===== src/izc_pkg.sv =====
// ----------------------------------------------------------------------------
// izc_pkg
// shared constants and types of the interpolated zero-crossing mean block
// ----------------------------------------------------------------------------
package izc_pkg;

  localparam int unsigned SampleBitsDef = 16;
  localparam int unsigned IndexBitsDef  = 12;
  localparam int unsigned FracBitsDef   = 8;
  localparam int unsigned CountBitsDef  = 16;
  localparam int unsigned QueueDepthDef = 4;

  typedef enum logic [1:0] {
    KIND_NONE    = 2'd0,
    KIND_RISING  = 2'd1,
    KIND_FALLING = 2'd2
  } kind_e;

  typedef enum logic [2:0] {
    ST_IDLE    = 3'd0,
    ST_DIV     = 3'd1,
    ST_ACC     = 3'd2,
    ST_MEAN_R  = 3'd3,
    ST_MEAN_F  = 3'd4,
    ST_OUT     = 3'd5,
    ST_LAST    = 3'd6
  } back_state_e;

endpackage


===== src/interpolated_zero_crossing_mean.sv =====
// ----------------------------------------------------------------------------
// interpolated_zero_crossing_mean
// mean positions of rising and falling zero crossings along scan lines
// ----------------------------------------------------------------------------
// A front stage pairs every sample with the previous one of its line and
// flags rising or falling crossings; it takes one item per cycle while the
// queue has room. A back stage interpolates each crossing with a bit-serial
// divider, then on a last item (after interpolating it, if it is itself a
// crossing) forms both means with the same divider and presents one result,
// which is held until popped. Items without a crossing are read from the
// queue directly in the idle state, so the sustained rate is one sample per
// cycle as long as crossings are sparse.
module interpolated_zero_crossing_mean #(
  parameter int unsigned SampleBits = izc_pkg::SampleBitsDef,
  parameter int unsigned IndexBits  = izc_pkg::IndexBitsDef,
  parameter int unsigned FracBits   = izc_pkg::FracBitsDef,
  parameter int unsigned CountBits  = izc_pkg::CountBitsDef
) (
  input  logic                          clk_i,
  input  logic                          rst_ni,
  input  logic                          push,
  output logic                          full,
  input  logic [SampleBits-1:0]         sample_i,
  input  logic [IndexBits-1:0]          sample_index_i,
  input  logic                          line_start_i,
  input  logic                          last_i,
  output logic                          empty,
  input  logic                          pop,
  output logic [IndexBits+FracBits-1:0] rising_mean_o,
  output logic                          rising_valid_o,
  output logic [IndexBits+FracBits-1:0] falling_mean_o,
  output logic                          falling_valid_o,
  output logic [CountBits-1:0]          rising_total_o,
  output logic [CountBits-1:0]          falling_total_o
);
  import izc_pkg::*;

  // queue entry: last, back, kind, num, den, p0, span
  localparam int unsigned EntryBits = 2 + $bits(kind_e) + 2 * (SampleBits + 1)
                                      + 2 * IndexBits;

  logic                  take;
  kind_e                 kind;
  logic [SampleBits:0]   num, den;
  logic [IndexBits-1:0]  p0, span;
  logic                  back;
  logic                  q_full, q_empty, q_rd;
  logic [EntryBits-1:0]  q_rdata;

  assign full = q_full;
  assign take = push && !q_full;

  izc_front #(.SampleBits(SampleBits), .IndexBits(IndexBits)) u_front (
    .clk_i, .rst_ni, .take_i(take), .sample_i, .sample_index_i, .line_start_i,
    .last_i, .kind_o(kind), .num_o(num), .den_o(den), .p0_o(p0),
    .span_o(span), .back_o(back)
  );

  izc_queue #(.Width(EntryBits)) u_queue (
    .clk_i, .rst_ni, .wr_i(take),
    .wdata_i({last_i, back, kind, num, den, p0, span}),
    .full_o(q_full), .rd_i(q_rd), .empty_o(q_empty), .rdata_o(q_rdata)
  );

  izc_back #(
    .SampleBits(SampleBits), .IndexBits(IndexBits), .FracBits(FracBits),
    .CountBits(CountBits), .EntryBits(EntryBits)
  ) u_back (
    .clk_i, .rst_ni, .q_empty_i(q_empty), .q_data_i(q_rdata), .q_rd_o(q_rd),
    .pop, .empty, .rising_mean_o, .rising_valid_o, .falling_mean_o,
    .falling_valid_o, .rising_total_o, .falling_total_o
  );
endmodule


===== src/izc_divider.sv =====
// ----------------------------------------------------------------------------
// izc_divider
// restoring divider, one quotient bit per cycle
// ----------------------------------------------------------------------------
module izc_divider #(
  parameter int unsigned NumBits = 40,
  parameter int unsigned DenBits = 40
) (
  input  logic               clk_i,
  input  logic               rst_ni,
  input  logic               start_i,
  input  logic [NumBits-1:0] num_i,
  input  logic [DenBits-1:0] den_i,
  output logic               done_o,
  output logic [NumBits-1:0] quot_o
);
  localparam int unsigned CntBits = $clog2(NumBits + 1);

  logic [NumBits-1:0] quot_q, quot_d;
  logic [DenBits:0]   rem_q, rem_d;
  logic [DenBits-1:0] den_q, den_d;
  logic [CntBits-1:0] cnt_q, cnt_d;
  logic               busy_q, busy_d, done_q, done_d;
  logic [DenBits:0]   trial;

  always_comb begin
    quot_d = quot_q;
    rem_d  = rem_q;
    den_d  = den_q;
    cnt_d  = cnt_q;
    busy_d = busy_q;
    done_d = 1'b0;
    trial  = {rem_q[DenBits-1:0], quot_q[NumBits-1]};
    if (start_i) begin
      quot_d = num_i;
      rem_d  = '0;
      den_d  = den_i;
      cnt_d  = CntBits'(NumBits);
      busy_d = 1'b1;
    end else if (busy_q) begin
      if (trial >= {1'b0, den_q}) begin
        rem_d = trial - {1'b0, den_q};
        quot_d = {quot_q[NumBits-2:0], 1'b1};
      end else begin
        rem_d = trial;
        quot_d = {quot_q[NumBits-2:0], 1'b0};
      end
      cnt_d = cnt_q - 1'b1;
      if (cnt_q == CntBits'(1)) begin
        busy_d = 1'b0;
        done_d = 1'b1;
      end
    end
  end

  always_ff @(posedge clk_i or negedge rst_ni) begin
    if (!rst_ni) begin
      busy_q <= 1'b0;
      done_q <= 1'b0;
      cnt_q  <= '0;
    end else begin
      busy_q <= busy_d;
      done_q <= done_d;
      cnt_q  <= cnt_d;
    end
  end

  always_ff @(posedge clk_i) begin
    quot_q <= quot_d;
    rem_q  <= rem_d;
    den_q  <= den_d;
  end

  assign done_o = done_q;
  assign quot_o = quot_q;
endmodule


===== src/izc_front.sv =====
// ----------------------------------------------------------------------------
// izc_front
// pairs each sample with the previous one and classifies crossings
// ----------------------------------------------------------------------------
module izc_front #(
  parameter int unsigned SampleBits = izc_pkg::SampleBitsDef,
  parameter int unsigned IndexBits  = izc_pkg::IndexBitsDef
) (
  input  logic                  clk_i,
  input  logic                  rst_ni,
  input  logic                  take_i,
  input  logic [SampleBits-1:0] sample_i,
  input  logic [IndexBits-1:0]  sample_index_i,
  input  logic                  line_start_i,
  input  logic                  last_i,
  output izc_pkg::kind_e        kind_o,
  output logic [SampleBits:0]   num_o,
  output logic [SampleBits:0]   den_o,
  output logic [IndexBits-1:0]  p0_o,
  output logic [IndexBits-1:0]  span_o,
  output logic                  back_o
);
  import izc_pkg::*;

  logic signed [SampleBits-1:0] prev_q;
  logic [IndexBits-1:0]         ppos_q;
  logic                         present_q;
  logic signed [SampleBits-1:0] c1;
  logic signed [SampleBits:0]   c0x, c1x;

  assign c1  = $signed(sample_i);
  assign c0x = {prev_q[SampleBits-1], prev_q};
  assign c1x = {c1[SampleBits-1], c1};

  always_comb begin
    kind_o = KIND_NONE;
    num_o  = '0;
    den_o  = '0;
    if (present_q && !line_start_i) begin
      if (prev_q <= 0 && c1 > 0) begin
        kind_o = KIND_RISING;
        num_o  = -c0x;
        den_o  = c1x - c0x;
      end else if (prev_q >= 0 && c1 < 0) begin
        kind_o = KIND_FALLING;
        num_o  = c0x;
        den_o  = c0x - c1x;
      end
    end
  end

  assign back_o = sample_index_i < ppos_q;
  assign span_o = back_o ? ppos_q - sample_index_i : sample_index_i - ppos_q;
  assign p0_o   = ppos_q;

  always_ff @(posedge clk_i or negedge rst_ni) begin
    if (!rst_ni) begin
      prev_q    <= '0;
      ppos_q    <= '0;
      present_q <= 1'b0;
    end else if (take_i) begin
      prev_q    <= c1;
      ppos_q    <= sample_index_i;
      present_q <= !last_i;
    end
  end
endmodule


===== src/izc_queue.sv =====
// ----------------------------------------------------------------------------
// izc_queue
// small register fifo between front and back
// ----------------------------------------------------------------------------
module izc_queue #(
  parameter int unsigned Width = 8,
  parameter int unsigned Depth = izc_pkg::QueueDepthDef
) (
  input  logic             clk_i,
  input  logic             rst_ni,
  input  logic             wr_i,
  input  logic [Width-1:0] wdata_i,
  output logic             full_o,
  input  logic             rd_i,
  output logic             empty_o,
  output logic [Width-1:0] rdata_o
);
  localparam int unsigned PtrBits = $clog2(Depth);

  logic [Width-1:0]   mem_q [Depth];
  logic [PtrBits-1:0] wp_q, rp_q;
  logic [PtrBits:0]   cnt_q;

  assign full_o  = cnt_q == (PtrBits+1)'(Depth);
  assign empty_o = cnt_q == '0;
  assign rdata_o = mem_q[rp_q];

  always_ff @(posedge clk_i) begin
    if (wr_i) mem_q[wp_q] <= wdata_i;
  end

  always_ff @(posedge clk_i or negedge rst_ni) begin
    if (!rst_ni) begin
      wp_q  <= '0;
      rp_q  <= '0;
      cnt_q <= '0;
    end else begin
      if (wr_i) wp_q <= (wp_q == PtrBits'(Depth - 1)) ? '0 : wp_q + 1'b1;
      if (rd_i) rp_q <= (rp_q == PtrBits'(Depth - 1)) ? '0 : rp_q + 1'b1;
      cnt_q <= cnt_q + (PtrBits+1)'(wr_i) - (PtrBits+1)'(rd_i);
    end
  end
endmodule


===== src/izc_back.sv =====
// ----------------------------------------------------------------------------
// izc_back
// interpolates crossings, accumulates and forms the means
// ----------------------------------------------------------------------------
module izc_back #(
  parameter int unsigned SampleBits = izc_pkg::SampleBitsDef,
  parameter int unsigned IndexBits  = izc_pkg::IndexBitsDef,
  parameter int unsigned FracBits   = izc_pkg::FracBitsDef,
  parameter int unsigned CountBits  = izc_pkg::CountBitsDef,
  parameter int unsigned EntryBits  = 8
) (
  input  logic                          clk_i,
  input  logic                          rst_ni,
  input  logic                          q_empty_i,
  input  logic [EntryBits-1:0]          q_data_i,
  output logic                          q_rd_o,
  input  logic                          pop,
  output logic                          empty,
  output logic [IndexBits+FracBits-1:0] rising_mean_o,
  output logic                          rising_valid_o,
  output logic [IndexBits+FracBits-1:0] falling_mean_o,
  output logic                          falling_valid_o,
  output logic [CountBits-1:0]          rising_total_o,
  output logic [CountBits-1:0]          falling_total_o
);
  import izc_pkg::*;

  localparam int unsigned PosBits = IndexBits + FracBits;
  localparam int unsigned SumBits = PosBits + CountBits;
  localparam int unsigned OffBits = SampleBits + 1 + IndexBits + FracBits;
  localparam int unsigned NBits   = (OffBits > SumBits + 1) ? OffBits : SumBits + 1;
  localparam int unsigned DBits   = (SampleBits + 1 > CountBits) ? SampleBits + 1 : CountBits;

  // queue entry fields
  logic                  e_last, e_back;
  kind_e                 e_kind;
  logic [SampleBits:0]   e_num, e_den;
  logic [IndexBits-1:0]  e_p0, e_span;
  assign {e_last, e_back, e_kind, e_num, e_den, e_p0, e_span} = q_data_i;

  back_state_e state_q, state_d;
  logic [SumBits-1:0]   rsum_q, rsum_d, fsum_q, fsum_d;
  logic [CountBits-1:0] rcnt_q, rcnt_d, fcnt_q, fcnt_d;
  logic [PosBits-1:0]   rmean_q, rmean_d, fmean_q, fmean_d;
  logic [CountBits-1:0] rtot_q, rtot_d, ftot_q, ftot_d;
  logic                 out_q, out_d;
  logic [NBits-1:0]     mul_q, mul_d;

  logic                 div_start;
  logic [NBits-1:0]     div_num;
  logic [DBits-1:0]     div_den;
  logic                 div_done;
  logic [NBits-1:0]     div_quot;

  izc_divider #(.NumBits(NBits), .DenBits(DBits)) u_div (
    .clk_i, .rst_ni, .start_i(div_start), .num_i(div_num), .den_i(div_den),
    .done_o(div_done), .quot_o(div_quot)
  );

  logic [SumBits-1:0]   base, pos, acc;
  logic [SumBits:0]     accw;
  logic [CountBits-1:0] cmax;
  logic                 rkind;

  assign cmax  = '1;
  assign rkind = e_kind == KIND_RISING;
  assign base  = SumBits'({e_p0, {FracBits{1'b0}}});
  assign pos   = e_back ? base - SumBits'(div_quot) : base + SumBits'(div_quot);

  always_comb begin
    state_d   = state_q;
    rsum_d    = rsum_q;
    fsum_d    = fsum_q;
    rcnt_d    = rcnt_q;
    fcnt_d    = fcnt_q;
    rmean_d   = rmean_q;
    fmean_d   = fmean_q;
    rtot_d    = rtot_q;
    ftot_d    = ftot_q;
    out_d     = out_q;
    mul_d     = mul_q;
    q_rd_o    = 1'b0;
    div_start = 1'b0;
    div_num   = '0;
    div_den   = '0;
    acc       = rkind ? rsum_q : fsum_q;
    accw      = {1'b0, acc} + {1'b0, pos};
    if (out_q && pop) out_d = 1'b0;
    unique case (state_q)
      ST_IDLE: begin
        if (!q_empty_i) begin
          if (e_kind != KIND_NONE &&
              (rkind ? rcnt_q != cmax : fcnt_q != cmax)) begin
            // offset numerator, rounded by half the divisor
            mul_d   = NBits'(e_num) * NBits'(e_span);
            state_d = ST_DIV;
          end else if (e_last) begin
            if (!out_q || pop) state_d = ST_MEAN_R;
          end else begin
            q_rd_o = 1'b1;
          end
        end
      end
      ST_DIV: begin
        div_start = 1'b1;
        div_num   = (mul_q << FracBits) + NBits'(e_den >> 1);
        div_den   = DBits'(e_den);
        state_d   = ST_ACC;
      end
      ST_ACC: begin
        if (div_done) begin
          if (rkind) begin
            rcnt_d = rcnt_q + 1'b1;
            rsum_d = accw[SumBits] ? '1 : accw[SumBits-1:0];
          end else begin
            fcnt_d = fcnt_q + 1'b1;
            fsum_d = accw[SumBits] ? '1 : accw[SumBits-1:0];
          end
          if (e_last) begin
            state_d = ST_LAST;
          end else begin
            q_rd_o  = 1'b1;
            state_d = ST_IDLE;
          end
        end
      end
      ST_LAST: begin
        // crossing of the last item is counted, wait for a free result slot
        if (!out_q || pop) state_d = ST_MEAN_R;
      end
      ST_MEAN_R: begin
        if (rcnt_q == '0) begin
          rmean_d = '0;
          state_d = ST_MEAN_F;
        end else if (!div_done) begin
          div_start = 1'b1;
          div_num   = NBits'(rsum_q) + NBits'(rcnt_q >> 1);
          div_den   = DBits'(rcnt_q);
          state_d   = ST_OUT;
          mul_d     = '0;
        end
      end
      ST_OUT: begin
        if (div_done) begin
          if (mul_q == '0) begin
            rmean_d = PosBits'(div_quot);
            state_d = ST_MEAN_F;
          end else begin
            fmean_d = PosBits'(div_quot);
            state_d = ST_MEAN_F;
            mul_d   = {NBits{1'b1}};
          end
        end
      end
      ST_MEAN_F: begin
        if (mul_q != {NBits{1'b1}} && fcnt_q != '0) begin
          div_start = 1'b1;
          div_num   = NBits'(fsum_q) + NBits'(fcnt_q >> 1);
          div_den   = DBits'(fcnt_q);
          mul_d     = NBits'(1);
          state_d   = ST_OUT;
        end else begin
          if (fcnt_q == '0) fmean_d = '0;
          rtot_d  = rcnt_q;
          ftot_d  = fcnt_q;
          out_d   = 1'b1;
          rsum_d  = '0;
          fsum_d  = '0;
          rcnt_d  = '0;
          fcnt_d  = '0;
          q_rd_o  = 1'b1;
          mul_d   = '0;
          state_d = ST_IDLE;
        end
      end
      default: state_d = ST_IDLE;
    endcase
  end

  always_ff @(posedge clk_i or negedge rst_ni) begin
    if (!rst_ni) begin
      state_q <= ST_IDLE;
      rsum_q  <= '0;
      fsum_q  <= '0;
      rcnt_q  <= '0;
      fcnt_q  <= '0;
      out_q   <= 1'b0;
      mul_q   <= '0;
    end else begin
      state_q <= state_d;
      rsum_q  <= rsum_d;
      fsum_q  <= fsum_d;
      rcnt_q  <= rcnt_d;
      fcnt_q  <= fcnt_d;
      out_q   <= out_d;
      mul_q   <= mul_d;
    end
  end

  always_ff @(posedge clk_i) begin
    rmean_q <= rmean_d;
    fmean_q <= fmean_d;
    rtot_q  <= rtot_d;
    ftot_q  <= ftot_d;
  end

  assign empty           = !out_q;
  assign rising_mean_o   = rmean_q;
  assign falling_mean_o  = fmean_q;
  assign rising_total_o  = rtot_q;
  assign falling_total_o = ftot_q;
  assign rising_valid_o  = rtot_q != '0;
  assign falling_valid_o = ftot_q != '0;
endmodule


===== config.mk =====
export PLATFORM = sky130hd
export DESIGN_NAME = interpolated_zero_crossing_mean
export DESIGN_NICKNAME = d
export VERILOG_FILES = /design/src/izc_pkg.sv /design/src/interpolated_zero_crossing_mean.sv /design/src/izc_divider.sv /design/src/izc_front.sv /design/src/izc_queue.sv /design/src/izc_back.sv
export SDC_FILE = /design/constraint.sdc
export NUM_CORES = 2
export LEC_CHECK = 0
export BUFFER_PORTS_ARGS = -buffer_cell sky130_fd_sc_hd__buf_2
export CAP_MARGIN = 5
export CORE_ASPECT_RATIO = 1.75
export CORE_MARGIN = 3
export CORE_UTILIZATION = 59
export CTS_CLUSTER_SIZE = 16
export DETAILED_ROUTE_END_ITERATION = 6
export PLACE_DENSITY = 0.76
export SLEW_MARGIN = 20
export SYNTH_ARGS = -nofsm -noshare
export SYNTH_HDL_FRONTEND = slang
export SYNTH_SLANG_ARGS = --single-unit

===== constraint.sdc =====
create_clock -name clk_i -period 9.73 [get_ports clk_i]
set_input_delay 0.973 -clock clk_i [delete_from_list [all_inputs] [get_ports clk_i]]
set_output_delay 0.973 -clock clk_i [all_outputs]
set_load 0.05 [all_outputs]

==> results by group <==
Routing
  – Antenna violation net count after detailed routing: 0
  – Pre-antenna DRT Iters: 6
  – Total Routed Length: 121400 um
  – Remaining DRCs: 0
  – Routed wire per std cell: 24.34 um
  – Vias after detailed routing: 31876
  – Initial drt markers: 2526
  – Vias per Instance: 6.389

Placement
  – Input/output buffers: 109
  – Routability congestion estimate: 1.040
  – Total placed instance area: 41980 um^2
  – Detailed Place HPWL: roughly 91000 um

Critical path
  – Cell repeated most along the worst path: fa_1
  – Worst Path Required: ~10000 ps
  – CP peak stage delay: 820 ps
  – Type of the setup path with the least slack: register to register
  – Data arrival time at the worst-slack endpoint: 8040 ps
  – Crit path capture type: register
  – Worst path slowest cell: dfrtp_4
  – Type of origin of the critical path: register
  – CP max FO: 31
  – CP Cell Sequence: buf_4 -> mux4_2 -> and2_1 -> fa_1 -> fa_1 -> fa_1 -> fa_1 -> inv_1 -> fa_1 -> inv_1 -> ha_1 -> and2_1 -> and3_1 -> a221oi_1 -> o21ai_0 -> a211o_1 -> a21o_1 -> or2_2 -> a31oi_1 -> o21ai_0

Timing
  – Setup repair after global routing missed its margin: no
  – Final worst clock skew: 16.32 ps
  – Max-slew headroom: 20.97%
  – Aggregate negative setup slack: 0 ps
  – Hold Violations, Final: 0
  – Max Slew Vio Count: 0
  – Slew at the pin closest to its max-slew limit: 1185 ps
  – Post-route minimum period: about 7500 ps
  – Final worst-path cycle share: 77.46%
  – Highest attainable clock frequency: 132.7 MHz
  – Final setup viols: 0

Synthesis
  – Area share of the leading cell type in the synthesized netlist: between 20% and 30%
  – Number of synthesized flops with an enable pin: approximately 370
  – Count of unique library cells instantiated by Yosys: about 100
  – Synthesis warning total: 0
  – Sequential element share of the synthesized area: a little under 40%
  – Largest cells by area after synthesis: edfxtp_1 (28%), dfrtp_1 (11%), ha_1 (8.0%)
  – Commonest cells in the netlist: nand2_1 (446), edfxtp_1 (374), inv_1 (365)
  – Number of standard cells after synthesis: 4022
  – Total nets after synthesis: 4476
  – Share of flip-flops with an asynchronous set or reset after synthesis: 31.76%
  – Mapped Avg Cell Area: 10.11 um^2
  – Cell type contributing the most total cell area after synthesis: edfxtp_1
  – Most frequently used cell type in the post-synthesis netlist: nand2_1
  – Main flop type after synthesis: edfxtp_1
  – Synthesized flop and latch total: about 570
  – Combined area of all synthesized cells: 40650 um^2

Die
  – Initial core utilization: 59.97%
  – Placeable core region: 67790 um^2
  – DIE AREA: 72210 um^2
  – Die X: approximately 200 um
  – Vertical die dimension: 353.2 um
  – Number of cell rows: 126
  – I/O pin count: 110

Global route
  – Number of antenna violations at the first check in global routing: 5
  – Total overflow reported by the global router: 0
  – Number of global-route vias before repair: 32989
  – Largest net degree at the start of global routing: 69
  – Global-route usage over all layers: 33.80%
  – Wire length of the first global-routing pass: 186900 um

Clock tree
  – Clock root buffer master: clkbuf_16
  – TritonCTS clock tree: yes
  – Clock-pin slew on the worst setup and hold paths: 70 ps
  – Num CTS Buffers: 54
  – Source-to-sink clock delay at the later pin of the worst-skew pair: 640 ps
  – Quantity of gates resized following cts: 0
  – TritonCTS sink count: 573
  – Count of H-tree levels built during CTS: 2
  – Number of buffers on the longest clock path: 3
  – Postcts setup bufs: 0
  – Number of buffers added to fix hold violations after cts: 0

Finish
  – Layout Cell Area excl Fill: around 44000 um^2
  – Storage element area: 16130 um^2
  – Fraction of layout cells with a size suffix above 1: 10.50%
  – Synthesis-to-layout area growth: 7.981%
  – Area taken by multi-input logic gates: around 22000 um^2
  – Fill cell count: 5423
  – Final nets: between 4000 and 5000

Run
  – Count of max-cap constraint violations: 0

Worst hold path
  – Type of the worst min-delay path: input port to async pin

Status
  – Result of the run: finished clean
-- final timing paths --
kind,from,to,slack [ps],depth (start not counted)
max in group asynchronous,rst_ni,u_queue.rp_q[0],7940,2
hold / removal,rst_ni,u_back.fsum_q[22],310,1
setup / recovery,u_queue.rp_q[0],u_back.mul_q[26],2190,20
min in group clk_i,u_front.present_q,u_front.present_q,480,2
hold reg to reg,u_front.present_q,u_front.present_q,480,2
setup reg to reg,u_queue.rp_q[0],u_back.mul_q[26],2190,20
-- registers in the layout (all words and copies together), names as in the netlist, 17 cells and up --
name	count
u_back.u_div.quot_o	37
u_queue.mem_q	248
u_back.u_div.rem_q	17
u_back.mul_q	30
u_back.falling_mean_o	20
u_back.u_div.den_q	17
u_back.rising_mean_o	20
u_back.fsum_q	36
u_back.rsum_q	36
-- critical path: cells and delay by family, from the launching register on --
kind                       cells  cell delay [ps]
buffers and inverters          3              510
adders and majority gates      6             2950
DFF                            1              820
AOI/OAI and AO/OA              6             1400
and+or+nand+nor                4              900
muxes                          1              740
-- cell type report --
| class | count | area share [%] |
|---|---|---|
| multi-input cells | 2888 | 51.12 |
| flip-flops and latches | 573 | 36.75 |
| clock buffers | 70 | 3.495 |
| inverters | 367 | 3.138 |
| well taps | 896 | 2.554 |
| repair buffers | 156 | 2.124 |
| clock inverters | 32 | 0.7782 |
| diodes | 7 | 0.03991 |
-- placed cells by master (no fill, tap or decap), types with 32 or more instances in the layout --
cell       Yosys  layout
a211oi_1      39      39
inv_1        365     365
ha_1         259     259
mux4_2        61      61
nand3_1       75      75
xnor2_1      145     145
a21oi_1      235     233
xor2_1        75      75
buf_4          2      45
or3_1         32      32
and2_1       104      99
mux2_2        44      44
o21ai_0      225     225
and3_1        41      41
edfxtp_1     374     374
nand2b_1      35      34
nand2_1      446     446
nor2_1       206     202
nor4_1        47      47
dfrtp_1      182     180
nand4_1       38      38
buf_2         36     108
a21o_1        88      88
a31oi_1       39      39
fa_1         161     161
nor3_1        82      81
clkbuf_16      0      56
-- cells by family (layout without fill, tap and decap cells) --
kind of cell	after synthesis	count (layout)	synth area share, %
and+or+nand+nor	1187	1187	14.07
AOI/OAI and AO/OA	928	928	14.99
DFF	573	573	39.67
buffers and inverters	561	625	5.346
adders and majority gates	420	420	15.90
xor gates and xnor gates	220	220	4.740
muxes	133	133	5.288
other	0	7	0
-- metal layers --
| metal | GRT usage [%] | part of all wire (%) |
|---|---|---|
| met3 | 6.105 | 6.7 |
| met2 | 59.12 | 51 |
| met5 | 0 | 0 |
| met4 | 26.52 | 9.7 |
| met1 | 35.40 | 33 |
-- metrics by stage --
step	setup slack [ps]	std cells	hold slack (ps)	util, %
after floorplan	2841	4022	445.3	-
after global placement	2380	4879	468.0	61.93
after detailed placement	2284	4879	471.9	61.93
after CTS	2271	4981	330.2	64.70
after global routing	1744	4984	348.5	64.73
final	2193	4989	305.4	64.75
Power is not shown: default switching activity piles up to over one toggle a cycle in this logic, so the estimate is an artifact.
